[src/design/integer_partition_counter_unit_macros.svh]
// Assertion helpers for the partition counter top level.
`ifndef INTEGER_PARTITION_COUNTER_UNIT_MACROS_SVH
`define INTEGER_PARTITION_COUNTER_UNIT_MACROS_SVH

// Same-cycle implication, checked outside reset.
`define IPC_ASSERT_NOW(label, clk, rst_n, ante, cons, msg) \
    label: assert property (@(posedge clk) disable iff (!rst_n) (ante) |-> (cons)) \
        else $error(msg);

// Next-cycle implication, checked outside reset.
`define IPC_ASSERT_NEXT(label, clk, rst_n, ante, cons, msg) \
    label: assert property (@(posedge clk) disable iff (!rst_n) (ante) |=> (cons)) \
        else $error(msg);

`endif

[src/design/ipc_pkg.sv]
package ipc_pkg;

    // Query modes
    localparam logic [1:0] MODE_AT_MOST  = 2'd0;
    localparam logic [1:0] MODE_DISTINCT = 2'd1;
    localparam logic [1:0] MODE_EXACT    = 2'd2;
    localparam logic [1:0] MODE_UNUSED   = 2'd3;

    typedef struct packed {
        logic [1:0] mode;
        logic [6:0] total;
        logic [6:0] limit;
    } query_t;

    typedef struct packed {
        logic [31:0] count;
        logic        saturated;
    } result_t;

    // Command from the sequencer to the table datapath
    typedef struct packed {
        logic       issue;  // fetch the operands of the cell at row/col
        logic       init;   // load the trivial answer for row/col
        logic [1:0] mode;
    } step_ctl_t;

    typedef enum logic [3:0] {
        S_IDLE = 4'b0001,
        S_RUN  = 4'b0010,
        S_LAST = 4'b0100,
        S_DONE = 4'b1000
    } seq_state_t;

endpackage

[src/design/ipc_seq.sv]
module ipc_seq import ipc_pkg::*; #(
    parameter int MAX_TOTAL = 127,
    localparam int IdxW = $clog2(MAX_TOTAL + 1)
) (
    input  logic            clk,
    input  logic            rst_n,
    input  logic            query_valid,
    output logic            query_ready,
    input  query_t          query,
    output logic            result_valid,
    input  logic            result_ready,
    output step_ctl_t       step,
    output logic [IdxW-1:0] row,
    output logic [IdxW-1:0] col,
    output logic            out_load
);

    localparam int CmpW = (IdxW > 7) ? IdxW : 7;

    seq_state_t      state_reg, state_next;
    logic [1:0]      mode_reg, mode_next;
    logic [IdxW-1:0] t_reg, t_next;
    logic [IdxW-1:0] k_reg, k_next;
    logic [IdxW-1:0] i_reg, i_next;
    logic [IdxW-1:0] j_reg, j_next;
    logic            result_valid_reg, result_valid_next;

    logic [CmpW-1:0] total_w;
    logic [CmpW-1:0] limit_w;
    logic [IdxW-1:0] t_clamp;
    logic [IdxW-1:0] k_clamp;
    logic            trivial;
    logic            accept;

    // Clamp operands to the table size
    always_comb
    begin
        total_w = CmpW'(query.total);
        limit_w = CmpW'(query.limit);
        t_clamp = (total_w > CmpW'(MAX_TOTAL)) ? IdxW'(MAX_TOTAL) : IdxW'(total_w);
        k_clamp = (limit_w > CmpW'(MAX_TOTAL)) ? IdxW'(MAX_TOTAL) : IdxW'(limit_w);
        trivial = (query.mode == MODE_UNUSED) || (t_clamp == '0) || (k_clamp == '0);
    end

    assign query_ready  = (state_reg == S_IDLE);
    assign accept       = query_valid && query_ready;
    assign result_valid = result_valid_reg;

    // Walk the table row by row, one cell per cycle
    always_comb
    begin
        state_next = state_reg;
        mode_next  = mode_reg;
        t_next     = t_reg;
        k_next     = k_reg;
        i_next     = i_reg;
        j_next     = j_reg;
        step       = '0;
        row        = i_reg;
        col        = j_reg;
        out_load   = 1'b0;

        case (state_reg)
            S_IDLE:
            begin
                row = t_clamp;
                col = k_clamp;
                if (accept)
                begin
                    mode_next = query.mode;
                    t_next    = t_clamp;
                    k_next    = k_clamp;
                    i_next    = IdxW'(1);
                    j_next    = IdxW'(1);
                    if (trivial)
                    begin
                        step.init  = 1'b1;
                        step.mode  = query.mode;
                        state_next = S_DONE;
                    end
                    else
                    begin
                        state_next = S_RUN;
                    end
                end
            end
            S_RUN:
            begin
                step.issue = 1'b1;
                step.mode  = mode_reg;
                if (j_reg == k_reg)
                begin
                    j_next = IdxW'(1);
                    i_next = i_reg + IdxW'(1);
                    if (i_reg == t_reg)
                    begin
                        state_next = S_LAST;
                    end
                end
                else
                begin
                    j_next = j_reg + IdxW'(1);
                end
            end
            S_LAST:
            begin
                // final cell is written back this cycle
                state_next = S_DONE;
            end
            S_DONE:
            begin
                if (!result_valid_reg || result_ready)
                begin
                    out_load   = 1'b1;
                    state_next = S_IDLE;
                end
            end
            default:
            begin
                state_next = S_IDLE;
            end
        endcase
    end

    // Hold the result until the transaction completes
    always_comb
    begin
        if (out_load)
        begin
            result_valid_next = 1'b1;
        end
        else if (result_ready)
        begin
            result_valid_next = 1'b0;
        end
        else
        begin
            result_valid_next = result_valid_reg;
        end
    end

    always_ff @(posedge clk or negedge rst_n)
    begin
        if (!rst_n)
        begin
            state_reg        <= S_IDLE;
            result_valid_reg <= 1'b0;
        end
        else
        begin
            state_reg        <= state_next;
            result_valid_reg <= result_valid_next;
        end
    end

    always_ff @(posedge clk)
    begin
        mode_reg <= mode_next;
        t_reg    <= t_next;
        k_reg    <= k_next;
        i_reg    <= i_next;
        j_reg    <= j_next;
    end

endmodule

[config.mk]
export PLATFORM = sky130hd
export DESIGN_NAME = ipc_seq
export DESIGN_NICKNAME = d
export VERILOG_FILES = /design/src/design/integer_partition_counter_unit_macros.svh /design/src/design/ipc_pkg.sv /design/src/design/ipc_seq.sv
export SDC_FILE = /design/constraint.sdc
export NUM_CORES = 1
export LEC_CHECK = 0
export ABC_AREA = 0
export BUFFER_PORTS_ARGS = -buffer_cell sky130_fd_sc_hd__buf_2
export CELL_PAD_IN_SITES_DETAIL_PLACEMENT = 0
export CELL_PAD_IN_SITES_GLOBAL_PLACEMENT = 1
export CORE_ASPECT_RATIO = 1.1
export CORE_MARGIN = 4
export CORE_UTILIZATION = 28
export DETAILED_ROUTE_END_ITERATION = 10
export PLACE_DENSITY_LB_ADDON = 0.1
export SLEW_MARGIN = 20
export SYNTH_ARGS = -nofsm -noshare
export SYNTH_HDL_FRONTEND = slang
export SYNTH_SLANG_ARGS = --single-unit
[constraint.sdc]
create_clock -name clk -period 1.94 [get_ports clk]
set_input_delay 0.194 -clock clk [delete_from_list [all_inputs] [get_ports clk]]
set_output_delay 0.194 -clock clk [all_outputs]
set_load 0.005 [all_outputs]
==> results.ini <==
[outcome]
outcome = finished with violations
violations = setup timing

[place]
place.gp.congestion = 0.7608
placed_cell_area_um2 = 2230
port_buffers = 40
hpwlAfterDp_um = 3449
dp.cells = 275

[worst_setup_path]
cp.required_ns = 1.75
cp_data_arrival_time_ns = 1.77
cp_max_fo = 7
start_kind = register
r2r_slack_ns = 0.18
path_class = register to output port
cp-end-kind = output port

[die]
die_y_um = 94.15
start_util_pct = 28.82
die-area_um2 = 8127
core.rowCount = 31
fp.dieW_um = 86.32
design.core.area_um2 = 6555
ios = 41

[pwr]
leakagePower_nw = 1.044
pwr_density_cell_nw_per_um2 = 1356
irDropWorstVdd_uv = 569.0

[drt]
vias = 1322
drt_iter0_drc = 45
antenna_left = 0
wirelength_um = 4414
drc = 0
detail_route.wl_per_cell_um = 15.27
drtPass1Iterations = 4
vias_per_cell = 4.574

[finish]
fillCellCount = 648
layout.nets = 228
design_area_um2 = 2529
area_growth_syn_to_layout_pct = 33.84
final_core_util_pct = 38.58
multi_input_area_um2 = 819.5
regArea_um2 = 1027
n_antenna_cell = 0
drive_gt1_share_pct = 42.51
final_cells = 289

[sta]
setup-violations-final = 14
min_period_over_period_pct = 101.0
slew_violations = 0
tightest_slew_ns = 0.3909
fin_skew_ns = 0.004431
fin_ws_ns = -0.01921
hold_viol = 0
fin_crit_ns = 1.959
rsz0062_at_grt = true
worst_hold_slack_ns = 0.1108
timing.slew.headroom_pct = 73.74
setup-tns-final_ns = -0.1636
fmax_ghz = 0.5104

[global_routing]
grt_pass1_wl_um = 7010
track_usage_pct = 11.38
antenna_found_initial = 0
grt_max_degree = 13
gr-total-overflow = 0
grt_pass1_vias = 1438

[yosys]
synthCells = 154
synth_seq_cells = 35
synth_ff_type = edfxtp_1
synth_top_area_share_pct = 47.68
yosys_warnings = 0
synth.area.top_cells = edfxtp_1, mux2_2, xor2_1, dfrtp_1, xnor2_1
syn_nets = 176
synth_area_um2 = 1889
async_reset_ff_share_pct = 14.29
avgSynthCellArea_um2 = 12.27
synthDistinctLibCells = 34
synth-edff-count = 30
synth_top_area_cell = edfxtp_1
ys_seq_area_share_pct = 54.37

[clock_network]
clk_latency_ns = 0.28
clock-sinks = 35
htree_levels = 2
path_clk_slew_ns = 0.07
cts_tree = yes
cts_buffer_depth = 2
cts_root_buf = clkbuf_8
numCtsBuffers = 5

[worst_hold_path]
hold_class = input port to register

[run]
drv_cap = 0

==> synthesized netlist by cell type, types with 2 or more instances <==
library cell	n
clkbuf_1	14
o21ai_0	4
nor3_1	3
nand3_1	8
and3_1	2
buf_6	2
mux2_2	14
and2_1	3
inv_1	4
nand2_1	6
xor2_1	17
dfrtp_1	4
a22o_1	2
xnor2_1	7
edfxtp_1	30
nor2_1	13
nor4_1	3
ha_1	2
==> area by class of cell <==
type                    instances  share of cell area (%)
clock buffers                   6                   2.870
clock inverters                 2                  0.2969
inverters                       5                  0.9401
multi-input cells              98                   32.41
flip-flops and latches         35                   40.62
well taps                      82                   4.057
repair buffers                 61                   18.80
==> where the power goes <==
part / internal (W) / switching, W / total (W)
sequential: 0.00107 / 0.000151 / 0.00123
clock: 0.000245 / 0.000262 / 0.000507
combinational: 0.000994 / 0.000703 / 0.00170
total: 0.00231 / 0.00112 / 0.00343
==> cells in the final DEF (no fill, tap or decap), types with 3 or more instances in the layout <==
master    netlist  final
nand3_1         8      8
buf_4           0     16
buf_2           0     26
nor4_1          3      3
dfrtp_1         4      4
edfxtp_1       30     30
xnor2_1         7      7
clkbuf_8        0      5
and2_1          3      3
nor3_1          3      3
nor2_1         13     13
mux2_4          0     14
nand2_1         6      6
inv_1           4      4
buf_6           2     16
o21ai_0         4      4
xor2_1         17     17
==> what timing repair did <==
action                                 CTS  global route
buffers inserted                         4             1
hold buffers                             1             0
setup endpoints to repair               17            17
endpoints found under the hold margin    5             0
gates resized for setup                 34             2
==> stage by stage <==
stage,total power [W],worst slack (ns)
after detailed placement,0.002520,0.03842
after global placement,0.002507,0.09666
final,0.003429,-0.01921
after global routing,0.003630,-0.09517
after floorplan,0.002017,0.1197
after CTS,0.003452,-0.06024
==> final timing paths <==
| path | to | startpoint | cells past startpoint |
|---|---|---|---|
| worst min register to register | result_valid$_DFFE_PN0P_ | result_valid$_DFFE_PN0P_ | 2 |
| min in group asynchronous | state_reg[2]$_DFFE_PN0P_ | rst_n | 2 |
| worst min-delay path | result_valid$_DFFE_PN0P_ | result_ready | 2 |
| worst max register to register | i_reg[3]$_SDFFCE_PN0P_ | state_reg[3]$_DFFE_PN0P_ | 4 |
| worst max-delay path | row[0] | state_reg[0]$_DFFE_PN1P_ | 5 |
| max in group asynchronous | state_reg[0]$_DFFE_PN1P_ | rst_n | 2 |
==> cell families (layout without fill, tap and decap cells) <==
family	after synthesis	in the layout	share of synthesized area [%]
adders and majority gates	2	2	1.324
AOI/OAI and AO/OA	14	14	6.093
xor gates and xnor gates	24	24	11.13
buffers and inverters	21	74	5.232
and+or+nand+nor	44	44	13.51
DFF	35	35	54.37
muxes	14	14	8.344
==> critical path, cell delays in order (launching register included) <==
cell and delay, ns:
dfstp_2 0.55, nor4b_4 0.20, buf_6 0.16, buf_8 0.14, mux2_4 0.31, buf_6 0.12
==> per-layer routing <==
metal  wire, um  track usage [%]
met5          0                0
met2       2436            20.98
met1       1732            11.83
met4        114            5.065
met3        131            3.158
Power figures use the tool's default switching activity.
